### config.mk
export PLATFORM = sky130hd
export DESIGN_NAME = dte_ram
export DESIGN_NICKNAME = d
export VERILOG_FILES = /design/src/hdl/dte_ram.sv
export SDC_FILE = /design/constraint.sdc
export NUM_CORES = 1
export LEC_CHECK = 0
export BUFFER_PORTS_ARGS = -buffer_cell sky130_fd_sc_hd__buf_2
export CORE_ASPECT_RATIO = 0.5
export CORE_MARGIN = 4
export CORE_UTILIZATION = 32
export DETAILED_ROUTE_END_ITERATION = 8
export GPL_TIMING_DRIVEN = 0
export HOLD_SLACK_MARGIN = 0.03
export PLACE_DENSITY_LB_ADDON = 0.1
export SYNTH_ARGS = -nofsm -noshare
export SYNTH_HDL_FRONTEND = slang
export SYNTH_SLANG_ARGS = --single-unit
### constraint.sdc
create_clock -name clk -period 1.55 [get_ports clk]
set_input_delay 0.31 -clock clk [delete_from_list [all_inputs] [get_ports clk]]
set_output_delay 0.31 -clock clk [all_outputs]
set_load 0.02 [all_outputs]
### src/hdl/dte_ram.sv
// generic single write port, single read port ram with registered read
// no dependencies
`timescale 1ns / 1ps

module dte_ram #(
	parameter int WIDTH = 8,
	parameter int DEPTH = 2,
	localparam int AW   = $clog2(DEPTH)
) (
	input  logic             clk,
	input  logic             we,
	input  logic [AW-1:0]    waddr,
	input  logic [WIDTH-1:0] wdata,
	input  logic             re,
	input  logic [AW-1:0]    raddr,
	output logic [WIDTH-1:0] rdata
);

	logic [WIDTH-1:0] mem_q [DEPTH];

	// write port and registered read port
	always_ff @(posedge clk) begin
		if (we) begin
			mem_q[waddr] <= wdata;
		end
		if (re) begin
			rdata <= mem_q[raddr];
		end
	end

endmodule

# After elaboration in Yosys (flattened, before gate mapping)
# Memories as Yosys holds them, arrays and structs flattened. A register that Yosys moved wholly into a read port is not among the register bits.
# Cells that the tools add are included.
classes:
  mux: 2
op_table:
  columns: ["cell", "count"]
  rows:
  - ["$mux W1", 2]
word_totals:
  regBits: 0
  ram_bits: 16
  in_bits: 13
  output_inout_bits: 8
  word_cells: 3
  mem_count: 1
mem_list:
  columns: ["memory", "words", "word_bits", "rd", "rd_clocked_by_memory_dff", "write_ports", "line_no", "rtl"]
  rows:
  - ["mem_q", 2, 8, 1, 1, 1, "19", "logic [WIDTH-1:0] mem_q [DEPTH];"]

# Longest topological paths before layout
depth:
  depth_word: 2
  depth_mapped: 2
  ltp_nobuf: 1

# Worst setup path before layout
# Ideal clock, no wire load.
synth_timing:
  kind: "input to register"
  from: "in we"
  to: "mem mem_q[0][0] (enable)"
  setup_time_ps: 373
  t_arrival_ps: 730
  path_slack_ps: 447
  stages: 1
  cell_sequence: "nor2b_1"
synth_between:
  elab_chain_cells: 2
synth_lines:
  columns: ["item", "line_no", "rtl"]
  rows:
  - ["start: declaration", "11", "input logic we,"]
  - ["$mux W1", "23", "if (we) begin"]
  - ["$mux W1 (not written as such)", "24", "mem_q[waddr] <= wdata;"]
  - ["end: declaration", "19", null]
# No other way between the ends.

# Worst setup path after layout
layout_timing:
  from: "in we"
  to: "mem mem_q[0][4] (enable)"
# Same word-level chain as after synthesis.

==> impl_summary.txt <==
----------------------------------------------------
[CTS]
  Total of hold buffers inserted after clock tree synthesis ... 0
  Htree depth ... 1
  Clock-pin slew on the worst setup and hold paths ... 70 ps
  Number of buffers added by the clock tree synthesis step ... 3
  Resized Gates After CTS ... 0
  Post-CTS setup buffer count ... 0
  Number of clock sinks ... 24
  Source-to-sink clock delay at the later pin of the worst-skew pair ... 250 ps
  Maximum clock path buffer count ... 2
  Library cell used as clock root buffer ... sky130_fd_sc_hd__clkbuf_8
  Clock tree from TritonCTS ... yes

[Logic synthesis]
  Top cells by area, synth ... sky130_fd_sc_hd__edfxtp_1 (83%), sky130_fd_sc_hd__mux2_4 (14%), sky130_fd_sc_hd__buf_6 (1.3%)
  Number of flops mapped to enable cells by yosys ... 24
  Most instantiated library cell after synthesis ... sky130_fd_sc_hd__edfxtp_1
  Most common library cells after synthesis ... sky130_fd_sc_hd__edfxtp_1 (24), sky130_fd_sc_hd__mux2_4 (8), sky130_fd_sc_hd__and2_1 (1), sky130_fd_sc_hd__buf_6 (1), sky130_fd_sc_hd__nor2b_1 (1)
  Synth Register Bits ... 24
  Avg Synthesized Cell Area ... around 25 um^2
  Post-synth net total ... 48
  Combined area of all synthesized cells ... 865 um^2
  Yosys warning total ... 0
  Synth top area share ... a little over four fifths
  Post-synth ARST share ... 0%
  Dominant cell type by area after synthesis ... sky130_fd_sc_hd__edfxtp_1
  Top_reg_cell synth ... sky130_fd_sc_hd__edfxtp_1
  Distinct cells, synth ... 5
  Synthesized instance count ... 35
  Share of synthesized area occupied by flip-flops and latches ... 83.4%

[Layout]
  Number of diodes added for antenna fixing ... 0
  Layout cell share with drive strength beyond 1 ... 54.4%
  Area occupied by multi-input gates ... 133 um^2
  Area of all placed cells without fillers ... 0.00104 mm^2
  Area of all sequential standard cells ... 721 um^2
  Fillcell total ... 216
  Layout overhead on the synthesized area ... 20.8%
  Post-layout instance count excluding filler cells ... 92
  Fin nets ... a little over 70

[Timing]
  Final Slew Violations ... 0
  Worst Hold Margin ... 242 ps
  Post-layout min period ... around 1100 ps
  RSZ-0062 raised after global routing ... no
  Worst slew margin ... 47.8%
  Maximum frequency from static timing analysis ... 0.884 GHz
  Final Hold Fails ... 0
  Slew at the pin closest to its max-slew limit ... just under 800 ps
  Post-route setup TNS ... 0 ps
  Final setup violating endpoints ... 0
  Clock skew ... 0.696 ps
  Tcrit/Tclk final ... around 73%

[Power and ir drop]
  Power per standard cell area ... around 1200 mW/mm^2
  LEAKAGE ... around 0.40 nW
  Largest voltage drop on the vdd net ... about 0.53 mV

[Placed design]
  Number of cells after detailed placement ... 89
  Post-placement cell area ... about 0.001 mm^2
  Count of port buffers added during placement ... 19
  Final GP Congestion ... 0.544

[Floorplanning]
  Die width ... 81.5 um
  Number of rows in the core area ... 12
  Vertical die dimension ... 44.8 um
  Area of the core ... 0.00239 mm^2
  Starting utilization of the core area ... 36.2%
  Die area ... 0.00365 mm^2
  Number of top-level pins ... 21

[Drt]
  Average routed wire per standard cell ... about 12 um
  Final Routed Wirelength ... 1080 um
  Router iterations before antenna repair ... 2
  Total via count in the routed design ... 364
  Number of nets with antenna violations after detailed routing ... 0
  DR vias/cell ... 3.96
  Iteration-0 DRC Markers ... 21
  Drc violations ... 0

[Status]
  Outcome ... finished, final reports clean

[Min path]
  Hold path endpoint ... mem_q[0][1]
  Hold Path Stages ... 1
  Class of the tightest hold or removal check ... input pin to register
  Worst Hold Launch ... wdata[1]

[Setup path]
  Critical Path Fanout Max ... 8
  Start point of the critical path ... we
  Library cell contributing the largest single delay on the critical path ... sky130_fd_sc_hd__nor2b_1
  Endpoint arrival time on the critical path ... 1020 ps
  Crit path buffers/inverters ... 1
  R2R depth ... 1
  Setup crit start kind ... input pin
  FF-to-FF Start ... mem_q[0][0]
  WP data required ... 1440 ps
  Stage delay of the slowest cell on the critical path ... 630 ps
  Endpoint of the most critical register-to-register path ... rdata[0]
  Worst setup EP type ... register
  Critical path start-end classification ... input pin to register
  Critical path, cell by cell ... buf_2, nor2b_1
  Crit-path leading delay family ... simple AND/OR/NAND/NOR gates
  R2R Setup Slk ... 660 ps

[Job]
  Max capacitance violation total ... 0

[Global route]
  Antenna violations before repair ... 0
  Global-route usage over all layers ... 6.48%
  Number of global-route vias before repair ... 366
  Sum of overflow across all layers after global routing ... 0
  Largest net degree at the start of global routing ... 13
  Global-route wire length before repair ... 1610 um

----------------------------------------------------
==> through the flow <==
stage	power [mW]	setup slack (ps)	utilization, %
after floorplan	0.855	447	-
after global placement	0.891	210	42.0
after detailed placement	0.897	158	42.0
after CTS	1.23	435	43.8
after global routing	1.26	368	43.8
final	1.22	419	43.8
==> flip-flops by register name, indices dropped and copies added, names as in the netlist <==
signal,cells
mem_q,16
rdata,8
==> cell usage in the layout, fill, tap and decap left out <==
cell	Yosys	final
sky130_fd_sc_hd__buf_6	1	1
sky130_fd_sc_hd__edfxtp_1	24	24
sky130_fd_sc_hd__nor2b_1	1	1
sky130_fd_sc_hd__and2_1	1	1
sky130_fd_sc_hd__clkbuf_8	0	3
sky130_fd_sc_hd__buf_2	0	19
sky130_fd_sc_hd__mux2_4	8	8
==> how the worst max path moves through the flow <==
stage	to	slack [ps]	cells after the start
after detailed placement	mem_q[0][6]	160	2
after CTS	mem_q[0][7]	440	2
after floorplan	mem_q[0][0]	450	1
after global placement	mem_q[0][6]	210	2
final	mem_q[0][4]	420	2
after global routing	mem_q[0][4]	370	2
==> report_power, final <==
group	internal (mW)	switching, mW
sequential	0.766	0.00947
clock	0.173	0.163
combinational	0.0511	0.0523
total	0.990	0.225
==> area by class of cell <==
cell class                 instances  share of cell area [%]
sequential                        24                    69.0
multi-input combinational         10                    12.7
timing repair buffer              19                    9.10
tap                               35                    4.19
clock buffer                       3                    3.95
buffer                             1                    1.08
==> layer usage <==
metal	vias up	track usage, %	share of wire (%)
met4	0	1.01	0
met1	168	6.65	42
li1	183	-	-
met2	13	11.5	48
met5	-	0	0
met3	0	4.18	9.9
==> cells by family (layout without fill, tap and decap cells) <==
family,count (synthesis),count (layout),synth area share [%]
buffers and inverters,1,23,1.30
multiplexers,8,8,13.9
AND/OR/NAND/NOR,2,2,1.45
flip-flops,24,24,83.4
No activity file was read; power rests on OpenSTA's default activity.
