## src/hdl/dte_pkg.sv

```systemverilog
// shared types and constants of the dictionary token expander
// no dependencies
`timescale 1ns / 1ps

package dte_pkg;

	localparam int TABLE_WORDS_DEF = 128;
	localparam int WORD_CHARS_DEF  = 32;
	localparam int LEN_W           = 6;
	localparam int ACC_W           = 8;

	localparam logic [7:0] CH_DOLLAR = 8'h24;
	localparam logic [7:0] CH_ZERO   = 8'h30;
	localparam logic [7:0] CH_NINE   = 8'h39;

	typedef enum logic [1:0] {
		MODE_PLAIN    = 2'd0,
		MODE_DOLLAR   = 2'd1,
		MODE_DIGITS   = 2'd2,
		MODE_OVERFLOW = 2'd3
	} mode_t;

	// what one result slot of a stream beat produces
	typedef enum logic [1:0] {
		KIND_NONE   = 2'd0,
		KIND_DOLLAR = 2'd1,
		KIND_BYTE   = 2'd2,
		KIND_WORD   = 2'd3
	} kind_t;

	typedef struct packed {
		logic       cmd;
		logic [6:0] entry_index;
		logic [4:0] char_position;
		logic [7:0] data_byte;
		logic       word_end;
		logic       stream_end;
	} in_item_t;

	typedef struct packed {
		logic [7:0] out_byte;
		logic       bad_reference;
		logic       last_in_run;
	} out_item_t;

	// result plan of one stream beat, slots packed from index 0
	typedef struct packed {
		kind_t [2:0]      kinds;
		logic [1:0]       count;
		logic             has_word;
		logic [ACC_W-1:0] word_idx;
		logic             word_ovf;
	} plan_t;

endpackage

```

## src/hdl/dte_scanner.sv

```systemverilog
// token scanner: scan mode and decimal index, plans the results of a stream beat
// depends on dte_pkg
`timescale 1ns / 1ps

module dte_scanner (
	input  logic            clk,
	input  logic            arst_n,
	input  logic            step,
	input  logic [7:0]      data_byte,
	input  logic            stream_end,
	output dte_pkg::plan_t  plan
);

	dte_pkg::mode_t                 mode_q;
	logic [dte_pkg::ACC_W-1:0]      acc_q;
	dte_pkg::mode_t                 mode_mid;
	dte_pkg::mode_t                 mode_nxt;
	logic [dte_pkg::ACC_W-1:0]      acc_mid;
	logic [dte_pkg::ACC_W-1:0]      acc_nxt;
	logic                           is_digit;
	logic [7:0]                     digit_diff;
	logic [11:0]                    acc_x10;
	logic                           plain_go;
	dte_pkg::kind_t                 pre_kind;
	dte_pkg::kind_t                 mid_kind;
	dte_pkg::kind_t                 post_kind;
	logic [1:0]                     cnt;

	assign is_digit   = (data_byte >= dte_pkg::CH_ZERO) && (data_byte <= dte_pkg::CH_NINE);
	assign digit_diff = data_byte - dte_pkg::CH_ZERO;
	assign acc_x10    = {1'b0, acc_q, 3'b000} + {3'b000, acc_q, 1'b0} + {8'd0, digit_diff[3:0]};

	// scan step, then optional flush at stream end
	always_comb begin
		mode_mid      = mode_q;
		acc_mid       = acc_q;
		plain_go      = 1'b0;
		pre_kind      = dte_pkg::KIND_NONE;
		mid_kind      = dte_pkg::KIND_NONE;
		post_kind     = dte_pkg::KIND_NONE;
		plan.word_idx = acc_q;
		plan.word_ovf = (mode_q == dte_pkg::MODE_OVERFLOW);

		unique case (mode_q)
			dte_pkg::MODE_DOLLAR: begin
				if (is_digit) begin
					acc_mid  = {4'd0, digit_diff[3:0]};
					mode_mid = dte_pkg::MODE_DIGITS;
				end else begin
					pre_kind = dte_pkg::KIND_DOLLAR;
					plain_go = 1'b1;
				end
			end
			dte_pkg::MODE_DIGITS, dte_pkg::MODE_OVERFLOW: begin
				if (is_digit) begin
					if (mode_q == dte_pkg::MODE_DIGITS) begin
						if (acc_x10 > 12'd255) begin
							mode_mid = dte_pkg::MODE_OVERFLOW;
							acc_mid  = 8'hFF;
						end else begin
							acc_mid = acc_x10[7:0];
						end
					end
				end else begin
					pre_kind = dte_pkg::KIND_WORD;
					plain_go = 1'b1;
				end
			end
			dte_pkg::MODE_PLAIN: begin
				plain_go = 1'b1;
			end
		endcase

		// the byte that ends a token is handled as plain text
		if (plain_go) begin
			if (data_byte == dte_pkg::CH_DOLLAR) begin
				mode_mid = dte_pkg::MODE_DOLLAR;
				acc_mid  = '0;
			end else begin
				mode_mid = dte_pkg::MODE_PLAIN;
				mid_kind = dte_pkg::KIND_BYTE;
			end
		end

		mode_nxt = mode_mid;
		acc_nxt  = acc_mid;
		if (stream_end) begin
			if (mode_mid == dte_pkg::MODE_DOLLAR) begin
				post_kind = dte_pkg::KIND_DOLLAR;
			end else if (mode_mid == dte_pkg::MODE_DIGITS ||
					mode_mid == dte_pkg::MODE_OVERFLOW) begin
				post_kind     = dte_pkg::KIND_WORD;
				plan.word_idx = acc_mid;
				plan.word_ovf = (mode_mid == dte_pkg::MODE_OVERFLOW);
			end
			mode_nxt = dte_pkg::MODE_PLAIN;
			acc_nxt  = '0;
		end

		// pack the non-empty slots in order
		cnt        = 2'd0;
		plan.kinds = {dte_pkg::KIND_NONE, dte_pkg::KIND_NONE, dte_pkg::KIND_NONE};
		if (pre_kind != dte_pkg::KIND_NONE) begin
			plan.kinds[cnt] = pre_kind;
			cnt             = cnt + 2'd1;
		end
		if (mid_kind != dte_pkg::KIND_NONE) begin
			plan.kinds[cnt] = mid_kind;
			cnt             = cnt + 2'd1;
		end
		if (post_kind != dte_pkg::KIND_NONE) begin
			plan.kinds[cnt] = post_kind;
			cnt             = cnt + 2'd1;
		end
		plan.count    = cnt;
		plan.has_word = (pre_kind == dte_pkg::KIND_WORD) || (post_kind == dte_pkg::KIND_WORD);
	end

	// scan state
	always_ff @(posedge clk or negedge arst_n) begin
		if (!arst_n) begin
			mode_q <= dte_pkg::MODE_PLAIN;
			acc_q  <= '0;
		end else if (step) begin
			mode_q <= mode_nxt;
			acc_q  <= acc_nxt;
		end
	end

endmodule

```

## config.mk

```make
export PLATFORM = sky130hd
export DESIGN_NAME = dte_scanner
export DESIGN_NICKNAME = d
export VERILOG_FILES = /design/src/hdl/dte_pkg.sv /design/src/hdl/dte_scanner.sv
export SDC_FILE = /design/constraint.sdc
export NUM_CORES = 1
export LEC_CHECK = 0
export BUFFER_PORTS_ARGS = -buffer_cell sky130_fd_sc_hd__buf_2
export CORE_ASPECT_RATIO = 1.1
export CORE_MARGIN = 5
export CORE_UTILIZATION = 30
export CTS_CLUSTER_SIZE = 40
export DETAILED_ROUTE_END_ITERATION = 10
export GPL_TIMING_DRIVEN = 0
export SYNTH_ARGS = -nofsm -noshare
export SYNTH_HDL_FRONTEND = slang
export SYNTH_SLANG_ARGS = --single-unit
```

## constraint.sdc

```tcl
create_clock -name clk -period 5.5 [get_ports clk]
set_input_delay 1.65 -clock clk [delete_from_list [all_inputs] [get_ports clk]]
set_output_delay 1.65 -clock clk [all_outputs]
set_load 0.01 [all_outputs]
```

# --- Yosys cells after proc, flatten, opt, wreduce, memory -nomap -nowiden ---
# Index checks and enable logic that the tools add are counted.
# Widths: inputs -> output; s select.
totals:
  elab_cells: 75
  regBits: 10
classes:
  addsub: 5
  eq_ne: 9
  magnitude_cmp: 7
  n_reduce_logical: 11
  n_mux: 41
op_table:
  columns: ["cell", "count"]
  rows:
  - ["$mux 8", 7]
  - ["$mux 2", 17]
  - ["$mux 9", 3]
  - ["$pmux 8 s2", 1]
  - ["$add 11x9->12", 1]
  - ["$add 12x4->12", 1]
  - ["$bwmux 6", 2]
  - ["$eq 2x2->1 const B", 6]
  - ["$gt 12x8->1 const B", 1]
  - ["$mux 6", 2]
  - ["$demux 2 s2", 2]
  - ["$eq 8x6->1 const B", 1]
  - ["$ge 8x6->1 const B", 1]
  - ["$le 8x6->1 const B", 1]
  - ["$pmux 2 s2", 2]
  - ["$lt 2x3->1 const B", 2]
  - ["$reduce_bool 2->1", 3]
  - ["$add 2x1->2 const B", 2]
  - ["$eq 2x1->1 const B", 2]
  - ["$ge 2x1->1 const B", 2]
  - ["$mux 1", 4]
  - ["$sub 4x1->4 const B", 1]
  - ["$logic_and 1x1->1", 3]
  - ["$reduce_or 3->1", 1]
  - ["other kinds (4)", 5]

# --- Longest topological paths before layout ---
# Gate-level depths: netlist of the first run.
depth:
  depth_word: 15
  ltp_mapped: 10

# --- Worst setup path after synthesis of the first run ---
# No wires, ideal clock.
synth_timing:
  path_type: "input to output"
  from: "input data_byte[3]"
  to: "output plan[5] (netlist bit)"
  stages: 9
  required_ps: 3850
  path_slack_ps: -41
  arrival_ps: 3891
  cell_sequence: "fa_1 > fa_1 > a211oi_1 > o21ai_1 > mux2i_1 > a211o_1 > buf_6 > nor3_2 > o21ai_0"
synth_lines:
  columns: ["item", "line_no", "source"]
  rows:
  - ["start: declaration", "dte_scanner.sv:9", "input logic [7:0] data_byte,"]
  - ["end: declaration", "dte_scanner.sv:11", "output dte_pkg::plan_t plan"]

==> results.py, run 1 <==
metrics = {
    "routing": {
        "drt_pre_antenna_iters": 4,
        "routed_via_density": 5.60,
        "routed_wirelength_um": 4820,
        "ant_nets": 0,
        "route.detailed.drc": 0,
        "vias": 1681,
        "drt_iter0_drc": 75,
        "wl_per_cell_um": 16.1,
    },
    "synth": {
        "yosys-top-cells-count": "24 x nand2_1, 20 x o21ai_0, 19 x ha_1",
        "synth_most_common_cell": "nand2_1",
        "synthFlopType": "dfrtp_1",
        "synthAdderAreaFrac_pct": 18.3,
        "synth.area.top_cells": "dfrtp_1 16%, ha_1 16%, o21ai_0 6.6%, nand2_1 5.9%, nor2_1 4.4%",
        "muxShareOfSynthArea_pct": 1.40,
        "synth_area_leader_cell": "dfrtp_1",
        "synth_top_family_by_area": "compound AO/OA/AOI/OAI gates",
        "syn_area_um2": 1520,
        "synth_warnings": 0,
        "synth-compound-area-share_pct": 32.4,
        "synth_seq_area_share_pct": 16.4,
        "synth_top_area_share_pct": 16.4,
        "synth-seq-cells": 10,
        "ys_types": 46,
        "syn_inst": 199,
        "synth_edf_count": 0,
        "synth_xor_area_share_pct": 3.45,
        "synthArstFlopShare_pct": 100,
        "avgSynthCellArea_um2": 7.65,
        "syn_nets": 232,
        "synth-simple-area-share_pct": 23.8,
    },
    "clock_tree": {
        "cts_root_buf": "clkbuf_8",
        "cts_tree": "done",
        "numCtsBuffers": 3,
        "clk_pin_slew_ps": 50,
        "clock_latency_ps": 240,
        "htreeDepth": 1,
        "clk_path_buf_depth": 2,
        "cts.sinks": 10,
        "hold_buffers": 0,
    },
    "global_route": {
        "grt_pass1_vias": 1627,
        "grt_pass1_wl_um": 7910,
        "grt_max_degree": 11,
        "antenna_found_initial": 0,
        "grt_usage_pct": 14.4,
        "grt_remaining_overflow": 0,
    },
    "setup_path": {
        "crit_start": "data_byte[3]",
        "regToRegStartpoint": "acc_q[0]",
        "endpoint_kind": "output pin",
        "critical_path.startpoint_type": "input pin",
        "setup.worst_path.class": "in2out",
        "path_max_fanout": 5,
        "worst_ep_arrival_time_ps": 4080,
        "r2r_cells": 12,
        "worstPathRequired_ps": 3850,
    },
    "placed_design": {
        "globalplace.congestion": 0.801,
        "dp.cells": 286,
        "numPortBuffers": 29,
        "dp_worst_setup_slack_ps": -506,
        "post-dp-hpwl_um": 3530,
    },
    "power_and_ir_drop": {
        "pwr-share-comb_pct": 12.1,
        "ir_drop_mv": 0.0555,
        "clkPwrFrac_pct": 49.8,
        "switching_share_pct": 24.8,
        "sequentialPowerShare_pct": 38.1,
        "power_leakage_uw": 0.000932,
        "power-per-cell-area_nw_per_um2": 96.5,
        "p_int_uw": 146,
        "switchingPower_uw": 47.9,
    },
    "die": {
        "dieArea_um2": 6600,
        "initial_core_util_pct": 30.6,
        "dieWidth_um": 77.9,
        "die_h_um": 84.7,
        "core_um2": 4970,
        "rows": 27,
        "pin_count": 30,
    },
    "final_layout": {
        "drive_above_1_share_pct": 29.3,
        "stdcell_count": 300,
        "diodes": 0,
        "area_delta_synth_final_pct": 31.7,
        "finish.net_count": 276,
    },
    "timing": {
        "tightest_slew_ps": 497,
        "maxSlewHeadroom_pct": 66.5,
        "hold_viol": 0,
        "fin_skew_ps": 4.58,
        "report.final.slew_viol_count": 0,
        "period_minus_slack_ps": 5730,
        "rsz0062_at_grt": "yes",
        "layout_setup_ws_ps": -231,
        "finalCritPeriodShare_pct": 104,
        "finalSetupViolations": 9,
        "max_freq_ghz": 0.174,
        "whs_ps": 635,
    },
    "worst_hold_path": {
        "worstHoldPathType": "reg2reg",
        "hold_depth": 2,
        "min_from": "acc_q[7]",
    },
    "run_status": {
        "outcome": "finished with violations",
        "violations": "negative setup slack",
    },
    "job": {
        "drv_cap": 0,
    },
}
[final timing paths]
| path | to | slack, ps |
|---|---|---|
| hold reg to reg | acc_q[7] | 630 |
| setup reg to reg | acc_q[6] | 2510 |
| setup / recovery | plan[7] | -230 |
| hold / removal | acc_q[7] | 630 |
| min in group asynchronous | acc_q[2] | 1270 |
| max in group asynchronous | acc_q[6] | 4020 |
[layout make-up]
class                      count  area, um^2
multi-input combinational    174        1330
tap                           58        72.6
inverter                       8        30.0
fill                         506        2960
buffer                         7        35.0
sequential                    10         250
timing repair buffer          39         234
clock buffer                   4        55.1
[power by group through the flow]
stage	Clock (uW)	Sequential [uW]	Combinational, uW
final	96.4	73.7	23.5
after global routing	101	73.7	26.2
after CTS	96.1	73.7	22.4
after detailed placement	0	75.0	19.9
after global placement	0	75.0	19.8
after floorplan	0	75.0	8.56
[through the flow]
| stage | instance area [um^2] | setup TNS [ps] | util [%] | power (uW) |
|---|---|---|---|---|
| 6_report | 2000 | -1780 | 40.4 | 194 |
| 5_1_grt | 2000 | -2420 | 40.4 | 201 |
| 4_1_cts | 1940 | -1650 | 39.1 | 192 |
| 3_5_place_dp | 1740 | -3870 | 35.1 | 94.9 |
| 3_3_place_gp | 1740 | -3730 | 35.1 | 94.7 |
| 2_1_floorplan | 1520 | 0 | - | 83.5 |
[layer usage]
| metal | vias to the layer above | global-route usage (%) | part of all wire (%) |
|---|---|---|---|
| met3 | 8 | 0.966 | 3.7 |
| met2 | 50 | 23.7 | 48 |
| met1 | 792 | 19.4 | 46 |
| li1 | 831 | - | - |
| met4 | 0 | 5.84 | 2.0 |
| met5 | - | 0 | 0 |
[placed cells by master, fill, tap and decap left out, types with 8 or more instances in the layout]
cell type	count
nand2_1	24
ha_1	17
o21ai_0	17
nor2_1	17
buf_2	29
inv_1	8
a21oi_1	13
buf_4	9
dfrtp_1	10
[sequential cells by signal, indices dropped and copies added (netlist names)]
signal  cells
mode_q      2
acc_q       8
[cell families after synthesis]
kind of cell / after synthesis
adder cells (fa/ha/maj): 21
multiplexers: 2
AND/OR/NAND/NOR: 71
AO/OA/AOI/OAI: 74
buffers and inverters: 15
flip-flops: 10
XOR/XNOR: 6
[worst max-delay path, cell delays in order]
cell     delay [ps]
buf_8           100
fa_1            510
buf_6           150
ha_4            240
a21o_1          120
nand4_1         170
a21o_1          210
a211o_4         370
buf_6           160
nor3_4          150
o21ai_1         100
buf_2           140
[repair_timing]
action / 4_1_cts / 5_1_grt
gates cloned: 1 / 0
setup endpoints to repair: 9 / 11
buffers inserted: 7 / 2
endpoints found under the hold margin: 0 / 0
pin swaps: 17 / 7
gates resized for setup: 18 / 9
(Power assumes the default switching activity.)
==> run 2: changes to the inputs <==
--- a/config.mk
+++ b/config.mk
@@ -8,10 +8,11 @@
 export BUFFER_PORTS_ARGS = -buffer_cell sky130_fd_sc_hd__buf_2
 export CORE_ASPECT_RATIO = 1.1
 export CORE_MARGIN = 5
-export CORE_UTILIZATION = 30
+export CORE_UTILIZATION = 24
 export CTS_CLUSTER_SIZE = 40
 export DETAILED_ROUTE_END_ITERATION = 10
 export GPL_TIMING_DRIVEN = 0
+export SKIP_CTS_REPAIR_TIMING = 1
 export SYNTH_ARGS = -nofsm -noshare
 export SYNTH_HDL_FRONTEND = slang
 export SYNTH_SLANG_ARGS = --single-unit
==> results.py, run 2 (same netlist as run 1, synthesis figures left out) <==
metrics = {
    "run_status": {
        "outcome": "finished with violations",
        "violations": "negative setup slack",
    },
    "clock_tree": {
        "clk_pin_slew_ps": 50,
        "cts_root_buf": "clkbuf_8",
        "cts.sinks": 10,
        "cts_tree": "done",
        "htreeDepth": 1,
        "numCtsBuffers": 3,
        "clk_path_buf_depth": 2,
        "clock_latency_ps": 240,
    },
    "power_and_ir_drop": {
        "power-per-cell-area_nw_per_um2": 97.0,
        "ir_drop_mv": 0.0505,
        "power_leakage_uw": 0.000900,
    },
    "global_route": {
        "grt_pass1_vias": 1577,
        "grt_remaining_overflow": 0,
        "antenna_found_initial": 0,
        "grt_usage_pct": 11.4,
        "grt_pass1_wl_um": 7480,
        "grt_max_degree": 11,
    },
    "routing": {
        "route.detailed.drc": 0,
        "vias": 1635,
        "wl_per_cell_um": 14.7,
        "drt_pre_antenna_iters": 4,
        "routed_via_density": 5.17,
        "ant_nets": 0,
        "routed_wirelength_um": 4650,
        "drt_iter0_drc": 82,
    },
    "die": {
        "rows": 30,
        "die_h_um": 93.5,
        "dieWidth_um": 85.9,
        "dieArea_um2": 8030,
        "pin_count": 30,
        "initial_core_util_pct": 24.7,
        "core_um2": 6160,
    },
    "final_layout": {
        "mostFrequentLayoutCell": "buf_2",
        "final_cell_mix": "29 x buf_2, 24 x nand2_1, 17 x nor2_1, 17 x o21ai_0, 17 x ha_1",
        "largest_register_ffs": 8,
        "ff_latch_area_um2": 250,
        "finish.net_count": 270,
        "nFillCells": 686,
        "diodes": 0,
        "top_register": "acc_q",
        "area_delta_synth_final_pct": 29.8,
        "drive_above_1_share_pct": 27.1,
        "top_regs": "acc_q: 8 flops, mode_q: 2 flops",
        "multi_input_area_um2": 1310,
        "postLayoutCellArea_um2": 1970,
    },
    "placed_design": {
        "numPortBuffers": 29,
        "dp_worst_setup_slack_ps": -504,
        "globalplace.congestion": 0.816,
        "placed_area_um2": 1770,
        "post-dp-hpwl_um": 3570,
    },
    "setup_path": {
        "setup.worst_path.class": "in2out",
        "rrSetupSlack_ps": 2610,
        "worst_ep_arrival_time_ps": 4030,
        "path_max_fanout": 5,
        "endpoint_kind": "output pin",
        "worstPathRequired_ps": 3850,
        "critical_path.startpoint_type": "input pin",
    },
    "timing": {
        "report.final.slew_viol_count": 0,
        "layout_setup_ws_ps": -178,
        "finalSetupViolations": 9,
        "hold_viol": 0,
        "fin_skew_ps": 1.32,
        "rsz0062_at_grt": "yes",
        "finalCritPeriodShare_pct": 103,
        "maxSlewHeadroom_pct": 64.2,
        "tightest_slew_ps": 532,
        "period_minus_slack_ps": 5680,
        "max_freq_ghz": 0.176,
    },
    "job": {
        "drv_cap": 0,
    },
    "worst_hold_path": {
        "worstHoldPathType": "reg2reg",
    },
}
[run 2: final timing paths]
path | from | endpoint | depth (start not counted)
worst max-delay path | data_byte[3] | plan[6] | 11
worst max register to register | acc_q[0] | acc_q[7] | 11
worst min register to register | acc_q[3] | acc_q[3] | 2
worst min-delay path | acc_q[3] | acc_q[3] | 2
min in group asynchronous | arst_n | acc_q[1] | 1
max in group asynchronous | arst_n | acc_q[6] | 1
[run 2: final cells by class]
type	count	share of cell area, %
well taps	80	5.07
repair buffers	33	9.57
plain buffers	7	1.96
clock buffers	4	2.79
flip-flops and latches	10	12.7
multi-input cells	174	66.4
inverters	8	1.52
[run 2: metal layers]
metal / vias up / part of all wire [%] / GRT usage [%]
li1: 818 / - / -
met1: 766 / 47 / 14.7
met2: 45 / 48 / 19.7
met3: 6 / 3.4 / 0.529
met4: 0 / 1.6 / 4.35
met5: - / 0 / 0
[run 2: worst max-delay path, cell delays in order]
cell and delay [ps]:
buf_8 100, fa_1 500, fa_2 400, a211oi_2 220, o21ai_2 110, mux2i_1 130
a211o_2 350, buf_8 170, nor3_4 160, o21ai_2 90, buf_2 140
[run 2: report_power, final]
group / internal [uW] / switching (uW) / total (uW)
combinational: 8.27 / 14.2 / 22.5
clock: 63.2 / 32.2 / 95.4
sequential: 73.7 / 0.0275 / 73.7
[run 2: metrics by stage]
| step | util [%] | hold slack [ps] | total power, uW | cells | TNS [ps] |
|---|---|---|---|---|---|
| floorplan | - | 535 | 83.5 | 199 | 0 |
| global placement | 28.7 | 594 | 94.7 | 308 | -3770 |
| detailed placement | 28.7 | 620 | 94.8 | 308 | -3860 |
| CTS | 29.6 | 632 | 191 | 312 | -3870 |
| global route | 32.1 | 655 | 201 | 316 | -2460 |
| finish | 32.1 | 627 | 192 | 316 | -1270 |
==> run 3: changes to the inputs <==
--- a/config.mk
+++ b/config.mk
@@ -12,6 +12,7 @@
 export CTS_CLUSTER_SIZE = 40
 export DETAILED_ROUTE_END_ITERATION = 10
 export GPL_TIMING_DRIVEN = 0
+export PLACE_DENSITY = 0.5
 export SKIP_CTS_REPAIR_TIMING = 1
 export SYNTH_ARGS = -nofsm -noshare
 export SYNTH_HDL_FRONTEND = slang
==> results.py, run 3 (same netlist as run 1, synthesis figures left out) <==
metrics = {
    "power_and_ir_drop": {
        "power_leakage_uw": 0.000917,
        "ir_drop_mv": 0.0486,
        "switchingPower_uw": 49.1,
        "sequentialPowerShare_pct": 37.8,
        "p_int_uw": 146,
        "power-per-cell-area_nw_per_um2": 96.7,
        "switching_share_pct": 25.2,
        "pwr-share-comb_pct": 12.2,
        "clkPwrFrac_pct": 50.0,
    },
    "clock_tree": {
        "cts_tree": "done",
        "clk_pin_slew_ps": 50,
        "numCtsBuffers": 3,
        "clock_latency_ps": 250,
        "clk_path_buf_depth": 2,
        "cts.sinks": 10,
        "cts_root_buf": "clkbuf_8",
        "htreeDepth": 1,
    },
    "routing": {
        "vias": 1624,
        "route.met2.wl_um": 2350,
        "ant_nets": 0,
        "route.detailed.drc": 0,
        "routed_wirelength_um": 4790,
        "route.met3.wl_um": 172,
        "drt_iter0_drc": 37,
        "met1_length_um": 2190,
        "drt_pre_antenna_iters": 4,
        "top_layer_used": "met4",
        "wl_per_cell_um": 15.0,
        "routed_via_density": 5.08,
    },
    "timing": {
        "max_freq_ghz": 0.177,
        "rsz0062_at_grt": "yes",
        "finalCritPeriodShare_pct": 103,
        "period_minus_slack_ps": 5650,
        "finalSetupViolations": 9,
        "whs_ps": 624,
        "layout_setup_ws_ps": -147,
        "fin_skew_ps": 5.36,
        "maxSlewHeadroom_pct": 62.1,
        "hold_viol": 0,
        "tightest_slew_ps": 563,
        "report.final.slew_viol_count": 0,
    },
    "final_layout": {
        "top_regs": "acc_q: 8 flops, mode_q: 2 flops",
        "diodes": 0,
        "mostFrequentLayoutCell": "buf_2",
        "finish.net_count": 274,
        "top_register": "acc_q",
        "largest_register_ffs": 8,
        "final_cell_mix": "28 x buf_2, 24 x nand2_1, 17 x nor2_1, 17 x o21ai_0, 16 x ha_1",
        "stdcell_count": 320,
        "drive_above_1_share_pct": 29.2,
        "area_delta_synth_final_pct": 32.7,
    },
    "setup_path": {
        "worst_r2r_endpoint": "acc_q[1]",
        "endpoint_kind": "output pin",
        "worstPathRequired_ps": 3850,
        "rrSetupSlack_ps": 2580,
        "r2r_cells": 10,
        "setup.worst_path.class": "in2out",
        "critical_path.startpoint_type": "input pin",
        "path_max_fanout": 5,
        "worst_ep_arrival_time_ps": 4000,
        "regToRegStartpoint": "acc_q[2]",
    },
    "die": {
        "rows": 30,
        "initial_core_util_pct": 24.7,
        "pin_count": 30,
        "dieWidth_um": 85.9,
        "dieArea_um2": 8030,
        "die_h_um": 93.5,
        "core_um2": 6160,
    },
    "global_route": {
        "grt_usage_pct": 11.9,
        "grt_max_degree": 11,
        "grt_remaining_overflow": 0,
        "grt_pass1_vias": 1643,
        "grt_pass1_wl_um": 7730,
        "antenna_found_initial": 0,
    },
    "run_status": {
        "violations": "negative setup slack",
        "outcome": "finished with violations",
    },
    "worst_hold_path": {
        "worstHoldPathType": "reg2reg",
        "hold_end": "acc_q[6]",
        "min_from": "acc_q[6]",
        "hold_depth": 1,
    },
    "placed_design": {
        "numPortBuffers": 29,
        "globalplace.congestion": 0.795,
        "dp.cells": 308,
        "post-dp-hpwl_um": 3620,
    },
    "job": {
        "drv_cap": 0,
    },
}
## run 3: metrics by stage
step	power, uW	area [um^2]	utilization [%]	setup slack [ps]	TNS (ps)
after floorplan	83.5	1520	-	49.5	0
final	195	2020	32.8	-147	-993
after detailed placement	94.9	1770	28.7	-501	-3650
after global routing	204	2020	32.8	-232	-1650
after CTS	194	1820	29.6	-506	-3700
after global placement	95.0	1770	28.7	-502	-3730
## run 3: worst max-delay path by stage
| stage | start | endpoint | slack [ps] | cells past startpoint |
|---|---|---|---|---|
| floorplan | data_byte[3] | plan[5] | 50 | 9 |
| global placement | data_byte[3] | plan[1] | -500 | 10 |
| detailed placement | data_byte[3] | plan[1] | -500 | 10 |
| CTS | data_byte[3] | plan[1] | -510 | 10 |
| global route | data_byte[3] | plan[7] | -230 | 11 |
| finish | data_byte[3] | plan[7] | -150 | 11 |
## run 3: final cells by class
class                   instances  area [um^2]
multi-input cells             174         1330
flip-flops and latches         10          250
repair buffers                 37          221
well taps                      80          100
fillers                       706         4140
inverters                       8         30.0
clock buffers                   4         55.1
plain buffers                   7         35.0
## run 3: per-layer routing
layer / track usage (%) / vias to the layer above
met5: 0 / -
met4: 4.75 / 0
met3: 0.881 / 4
met2: 20.4 / 36
met1: 15.3 / 763
li1: - / 821
## run 3: worst max-delay path, stage by stage
cell and delay [ps]:
buf_8 110, fa_2 470, fa_2 390, a211oi_2 220, o21ai_2 110, mux2i_1 120
a211o_2 350, buf_6 170, nor3_4 140, o21ai_1 100, buf_2 150
## run 3: power by group through the flow
stage	sequential, uW	combinational, uW	clock, uW
final	73.7	23.9	97.6
after global routing	73.6	26.6	103
after CTS	73.7	20.0	101
after detailed placement	75.0	19.9	0
after global placement	75.0	20.0	0
after floorplan	75.0	8.56	0
